File: src/design/rdc_pkg.sv
// Package: sizes, payload types, controller/datapath command and status structs.
package rdc_pkg;
    localparam int ENTRIES    = 1024;
    localparam int BLOCK      = 32;
    localparam int PLACES     = 10;
    localparam int RADIX      = 10;
    localparam int NBLOCKS    = (ENTRIES + BLOCK - 1) / BLOCK;
    localparam int HIST_DEPTH = NBLOCKS * PLACES * RADIX;
    localparam int POS_W      = 10;
    localparam int VAL_W      = 31;
    localparam int CNT_W      = 11;
    localparam int DIG_W      = 4;
    localparam int BCD_W      = PLACES * DIG_W;
    localparam int PT_W       = POS_W + 1;
    localparam int OFF_W      = $clog2(BLOCK);
    localparam int BLK_W      = POS_W - OFF_W;
    localparam int HC_W       = $clog2(BLOCK + 1);
    localparam int HA_W       = $clog2(HIST_DEPTH);
    localparam int CLR_LEN    = (HIST_DEPTH > ENTRIES) ? HIST_DEPTH : ENTRIES;
    localparam int CLR_W      = $clog2(CLR_LEN);
    localparam int CONV_W     = $clog2(VAL_W);
    localparam int K_W        = $clog2(PLACES);

    localparam logic FUNC_WRITE = 1'b0;
    localparam logic FUNC_QUERY = 1'b1;

    typedef struct packed {
        logic             func;
        logic [POS_W-1:0] position;
        logic [VAL_W-1:0] value;
        logic [POS_W-1:0] lo;
        logic [POS_W-1:0] hi;
        logic [DIG_W-1:0] digit;
        logic [DIG_W-1:0] wanted;
    } t_in_item;

    typedef struct packed {
        logic [CNT_W-1:0] count;
    } t_out_item;

    typedef struct packed {
        logic           clr_en;
        logic           wr_start;
        logic           conv_en;
        logic           h_rd;
        logic           h_wr;
        logic           h_inc;
        logic [K_W-1:0] place;
        logic           v_wr;
        logic           q_start;
        logic           q_issue;
        logic           out_load;
    } t_dp_cmd;

    typedef struct packed {
        logic clr_last;
        logic conv_last;
        logic q_ok;
        logic q_last;
    } t_dp_sts;

    // histogram entry address: block, place, digit value
    function automatic logic [HA_W-1:0] hist_addr(input logic [BLK_W-1:0] blk,
                                                  input logic [K_W-1:0] place,
                                                  input logic [DIG_W-1:0] d);
        int a;
        a = int'(blk) * PLACES * RADIX + int'(place) * RADIX + int'(d);
        return a[HA_W-1:0];
    endfunction
endpackage

File: src/design/rdc_ctrl.sv
// Controller: clear sweep, write update sequence, query scan and output handshake.
module rdc_ctrl (
    input  logic             i_clk,
    input  logic             i_rst_n,
    input  logic             i_in_valid,
    input  logic             i_in_func,
    output logic             o_in_ready,
    output logic             o_out_valid,
    input  logic             i_out_ready,
    input  rdc_pkg::t_dp_sts i_sts,
    output rdc_pkg::t_dp_cmd o_cmd
);
    typedef enum logic [9:0] {
        ST_CLEAR  = 10'b0000000001,
        ST_IDLE   = 10'b0000000010,
        ST_CONV   = 10'b0000000100,
        ST_HRD    = 10'b0000001000,
        ST_HWR    = 10'b0000010000,
        ST_VWR    = 10'b0000100000,
        ST_QCHK   = 10'b0001000000,
        ST_QRY    = 10'b0010000000,
        ST_QDRAIN = 10'b0100000000,
        ST_FIN    = 10'b1000000000
    } t_state;

    t_state                 r_state, n_state;
    logic [rdc_pkg::K_W-1:0] r_k, n_k;
    logic                   r_inc, n_inc;
    logic                   r_ov, n_ov;
    logic                   accept;

    assign o_in_ready  = (r_state == ST_IDLE) && (!r_ov || i_out_ready);
    assign accept      = i_in_valid && o_in_ready;
    assign o_out_valid = r_ov;

    always_comb begin
        n_state = r_state;
        n_k     = r_k;
        n_inc   = r_inc;
        n_ov    = (r_ov && i_out_ready) ? 1'b0 : r_ov;
        o_cmd   = '0;
        o_cmd.place = r_k;
        o_cmd.h_inc = r_inc;
        case (r_state)
            ST_CLEAR: begin
                o_cmd.clr_en = 1'b1;
                if (i_sts.clr_last) n_state = ST_IDLE;
            end
            ST_IDLE: begin
                if (accept) begin
                    if (i_in_func == rdc_pkg::FUNC_WRITE) begin
                        o_cmd.wr_start = 1'b1;
                        n_state = ST_CONV;
                    end else begin
                        o_cmd.q_start = 1'b1;
                        n_state = ST_QCHK;
                    end
                end
            end
            ST_CONV: begin
                o_cmd.conv_en = 1'b1;
                if (i_sts.conv_last) begin
                    n_state = ST_HRD;
                    n_k     = '0;
                    n_inc   = 1'b0;
                end
            end
            ST_HRD: begin
                o_cmd.h_rd = 1'b1;
                n_state = ST_HWR;
            end
            ST_HWR: begin
                o_cmd.h_wr = 1'b1;
                if (!r_inc) begin
                    n_inc   = 1'b1;
                    n_state = ST_HRD;
                end else begin
                    n_inc = 1'b0;
                    if (r_k == rdc_pkg::K_W'(rdc_pkg::PLACES - 1)) begin
                        n_state = ST_VWR;
                    end else begin
                        n_k     = r_k + rdc_pkg::K_W'(1);
                        n_state = ST_HRD;
                    end
                end
            end
            ST_VWR: begin
                o_cmd.v_wr = 1'b1;
                n_state = ST_FIN;
            end
            ST_QCHK: begin
                n_state = i_sts.q_ok ? ST_QRY : ST_FIN;
            end
            ST_QRY: begin
                o_cmd.q_issue = 1'b1;
                if (i_sts.q_last) n_state = ST_QDRAIN;
            end
            ST_QDRAIN: begin
                n_state = ST_FIN;
            end
            ST_FIN: begin
                o_cmd.out_load = 1'b1;
                n_ov    = 1'b1;
                n_state = ST_IDLE;
            end
            default: begin
                n_state = ST_CLEAR;
            end
        endcase
    end

    always_ff @(posedge i_clk) begin
        if (!i_rst_n) begin
            r_state <= ST_CLEAR;
            r_k     <= '0;
            r_inc   <= 1'b0;
            r_ov    <= 1'b0;
        end else begin
            r_state <= n_state;
            r_k     <= n_k;
            r_inc   <= n_inc;
            r_ov    <= n_ov;
        end
    end
endmodule

File: config.mk
export PLATFORM = sky130hd
export DESIGN_NAME = rdc_ctrl
export DESIGN_NICKNAME = d
export VERILOG_FILES = /design/src/design/rdc_pkg.sv /design/src/design/rdc_ctrl.sv
export SDC_FILE = /design/constraint.sdc
export NUM_CORES = 1
export LEC_CHECK = 0
export BUFFER_PORTS_ARGS = -buffer_cell sky130_fd_sc_hd__buf_2
export CAP_MARGIN = 5
export CORE_MARGIN = 5
export CORE_UTILIZATION = 56
export CTS_CLUSTER_SIZE = 14
export DETAILED_ROUTE_END_ITERATION = 10
export PLACE_DENSITY_LB_ADDON = 0.1
export SLEW_MARGIN = 20
export SYNTH_ARGS = -nofsm -noshare
export SYNTH_HDL_FRONTEND = slang
export SYNTH_SLANG_ARGS = --single-unit
File: constraint.sdc
create_clock -name i_clk -period 3.7 [get_ports i_clk]
set_input_delay 0.37 -clock i_clk [delete_from_list [all_inputs] [get_ports i_clk]]
set_output_delay 0.37 -clock i_clk [all_outputs]
set_load 0.01 [all_outputs]
After elaboration in Yosys (flattened, before gate mapping). Index checks and enable logic that the tools add are counted.

Equality and inequality tests: 17. Mux-type cells: 31. Multiply operators: 0. Shift operators: 0. Add/sub/neg operators: 1. Reductions and logical operators: 11. Bitwise gates (word level): 0. Divide/modulo/power cells: 0. Order comparisons: 0.

Operators by type and width (number): $pmux W10 S9 (1); $mux W10 (5); $mux W1 (17); $mux W4 (3); $mux W6 (2); $ne A2 B2 Y1 const B (6); $eq A10 B1 Y1 const B (1); $eq A10 B10 Y1 const B (1); $eq A10 B2 Y1 const B (1); $eq A10 B3 Y1 const B (1); $eq A10 B4 Y1 const B (1); $eq A10 B5 Y1 const B (1); $eq A10 B6 Y1 const B (1); $eq A10 B7 Y1 const B (1); $eq A10 B8 Y1 const B (1); $eq A10 B9 Y1 const B (1); $pmux W4 S2 (1); $reduce_and A4 Y1 (2); $mux W7 (1); $add A4 B1 Y4 const B (1); $eq A4 B4 Y1 const B (1); $reduce_bool A2 Y1 (2); $logic_and A1 B1 Y1 (3); $pmux W1 S2 (1); 4 further kinds (4).

Latch bits: 0. Input port bits: 9. Memories: 0. Flip-flop bits (word level): 16. Memory bits (read-only): 0. RAM bits: 0. Output and inout port bits: 16.

Longest topological paths before layout.
Depth in word-level cells: 6. Mapped depth: 7. Gate-level depth less buffers: 7.

Least setup slack after synthesis. Ideal clock, no wire load.

Path type: register to output. From: register r_state[2]. To: output port o_cmd[12] (netlist bit). Arrival time: 1.581 ns. Required time: 3.330 ns. Stages on the path, launching flop included: 6. Slack: 1.749 ns. Path through: dfxtp_1 buf_2 or3_1 nor4_2 nand2_1 nor3_1.

RTL lines: start: declaration (line rdc_ctrl.sv:26) `t_state r_state, n_state;`; start signal: assignment (line rdc_ctrl.sv:119) `r_state <= n_state;`; end: declaration (line rdc_ctrl.sv:11) `output rdc_pkg::t_dp_cmd o_cmd`.

==> results.toml <==
[floorplan]
fp.dieW_um = 52.6
rows = 15
die_area_um2 = 2770
start_util = 0.588
io_pins = 25
die_h_um = 52.6
coreArea_um2 = 1730

[hold_path]
min_path_cells = 2
hp-class = "primary input to flip-flop"
hold_start = "i_sts[3]"
hold_path_end = "r_state[0]"

[critical_path]
r2r_setup_slack_ns = 1.76
crit_type = "flip-flop to output port"
cp-start-kind = "flip-flop"
end_kind = "output port"
timing.rr.end = "r_k[3]"
critPathTopFamily = "simple AND/OR/NAND/NOR gates"
crit_buf_inv = 1
r2r_cells = 7
crit_arrival_ns = 2.03
cp_data_required_time_ns = 3.33
slowest_delay_ns = 0.45
slowest_stage = "or3_1"
crit_fanout = 10
r2r_start = "r_k[1]"
path_cells = "or3_1 -> nor4_2 -> nand2_1 -> nor3_1 -> buf_2"

[placement]
place_area_um2 = 1130
port_buffers = 24
dp_hpwl_mm = 1.80
globalplace.congestion = 0.874

[clocking]
cts_made_buffers = 3
cts_max_path_buffers = 2
cts_tree = "built"
post_cts_buffers = 0
cts_hold_buf = 0
ctsResizeCount = 0
clk_latency_ns = 0.30
htree_num_levels = 1
path_clk_slew_ns = 0.10
clock-root-buffer = "clkbuf_4"
cts_sinks = 16

[final_layout]
nFillCells = 158
num_antenna_cells = 0
final_net_count = 157
layout_commonest_cell = "buf_2"
final_layout_size_suffix_gt1_frac = 0.276
syn_to_final_growth_pct = 15.1
stdcell_area_um2 = 1170
layout_common_cells = "24 x buf_2, 16 x dfxtp_1, 10 x nor2_1, 10 x o21ai_0, 8 x nand2_1"

[power]
internal_power_mw = 0.269
p_sw_mw = 0.112
seqPwrFrac = 0.492
p_leak_nw = 0.523
clockPowerShare = 0.316
switching_share = 0.295
total_power_mw = 0.382
ir_worst_vdd_v = 0.000252
pwr-share-comb = 0.193
powerDensity_nw_per_um2 = 326

[timing]
slew_viol_final = 0
hold_viol_final = 0
rsz0062_at_grt = "no"
setup_viol = 0
worst_pin_slew_ns = 0.600
skew_ns = 0.00367
fin_crit_sh = 0.648
max_freq_ghz = 0.417
finalCriticalPeriod_ns = 2.40
slew_headroom = 0.600
setup_tns_ns = 0

[global_route]
grt_overflow = 0
grt_antenna_before_repair = 0
grt_max_degree = 12
grt_pass1_wl_mm = 3.89
track_usage = 0.190
grt_pass1_vias = 879

[yosys]
synth-main-ff-cell = "dfxtp_1"
seq_area_frac_synth = 0.315
syn_area_per_cell_um2 = 8.26
synth_edf_count = 0
synth_nets = 134
async_reset_ff_frac = 0
yosysWarnings = 0
mappedNetlistArea_um2 = 1020
synthCells = 123
ys_ff_latch = 16
synth_cell_types = 48

[detailed_routing]
wl_per_cell_um = 13.6
viasPerCell = 5.78
dr.pass1.iters = 4
drt_iter0_markers = 39
ant_nets = 0
drc = 0
vias = 982
wl_mm = 2.32

[run]
drv_cap = 0

[run_status]
status = "finished clean"
-- routing by layer --
metal	global-route usage	vias to the layer above	share of wire
li1	-	486	-
met1	0.264	453	0.47
met2	0.285	39	0.45
met3	0.0342	4	0.066
met4	0.0766	0	0.013
met5	0	-	0
-- final cells by class --
| class | instances | area (µm²) | share of cell area |
|---|---|---|---|
| multi-input cells | 94 | 636 | 0.543 |
| flip-flops and latches | 16 | 320 | 0.274 |
| repair buffers | 24 | 120 | 0.103 |
| clock buffers | 4 | 36.3 | 0.0310 |
| well taps | 25 | 31.3 | 0.0267 |
| inverters | 7 | 26.3 | 0.0225 |
-- power groups by stage --
stage          sequential, mW  clock, mW  combinational, mW
2_1_floorplan           0.185          0             0.0581
3_3_place_gp            0.190          0             0.0708
3_5_place_dp            0.191          0             0.0736
4_1_cts                 0.187      0.122             0.0738
5_1_grt                 0.189      0.130             0.0807
6_report                0.188      0.121             0.0735
-- registers in the layout, indices dropped and copies added (netlist names) --
signal,flops
r_k,4
r_state,10
r_inc,1
o_out_valid,1
-- logic make-up (layout without fill, tap and decap cells) --
family          after synthesis  after routing  share of synthesized area
compound gates               23             23                      0.153
simple gates                 64             64                      0.403
buf+inv                      13             35                     0.0591
xor+xnor                      3              3                     0.0259
flops                        16             16                      0.315
fa+ha+maj                     2              2                     0.0246
mux                           2              2                     0.0197
-- synth_stat cells (2+ instances only) --
library cell	n	area, µm²
a21oi_1	3	15.0
and2b_2	2	17.5
and3_1	4	25.0
buf_2	2	10.0
buf_4	2	15.0
dfxtp_1	16	320
ha_1	2	25.0
inv_1	6	22.5
mux2i_1	2	20.0
nand2_1	8	30.0
nand2b_1	3	18.8
nand3_1	4	20.0
nand4_1	2	12.5
nor2_1	10	37.5
nor2b_1	5	31.3
nor3_1	7	35.0
nor3b_1	2	15.0
o21ai_0	10	50.1
or2_2	2	12.5
or3_1	2	12.5
xor2_1	2	17.5
-- worst max-delay path by stage --
stage / to / startpoint / depth (start not counted)
after global routing: o_cmd[12] / r_state[2] / 5
after detailed placement: o_cmd[12] / r_state[2] / 5
final: o_cmd[12] / r_state[2] / 5
after CTS: o_cmd[12] / r_state[2] / 5
after global placement: o_cmd[11] / r_state[8] / 4
after floorplan: o_cmd[12] / r_state[2] / 5
-- worst reg2reg max path, stage by stage, from the launching register on --
cell	delay [ns]
dfxtp_1	0.40
inv_1	0.06
ha_1	0.17
and3b_1	0.20
o21ai_0	0.28
nand3_2	0.15
or3_1	0.38
a221oi_2	0.23
-- stage by stage --
step                hold WS [ns]  utilization  cells  worst slack [ns]
floorplan                  0.443            -    123              1.75
global placement           0.466        0.657    166              1.67
detailed placement         0.499        0.657    166              1.65
CTS                        0.288        0.678    170              1.30
global route               0.303        0.678    170              1.12
finish                     0.290        0.678    170              1.30
(Power assumes the default switching activity.)
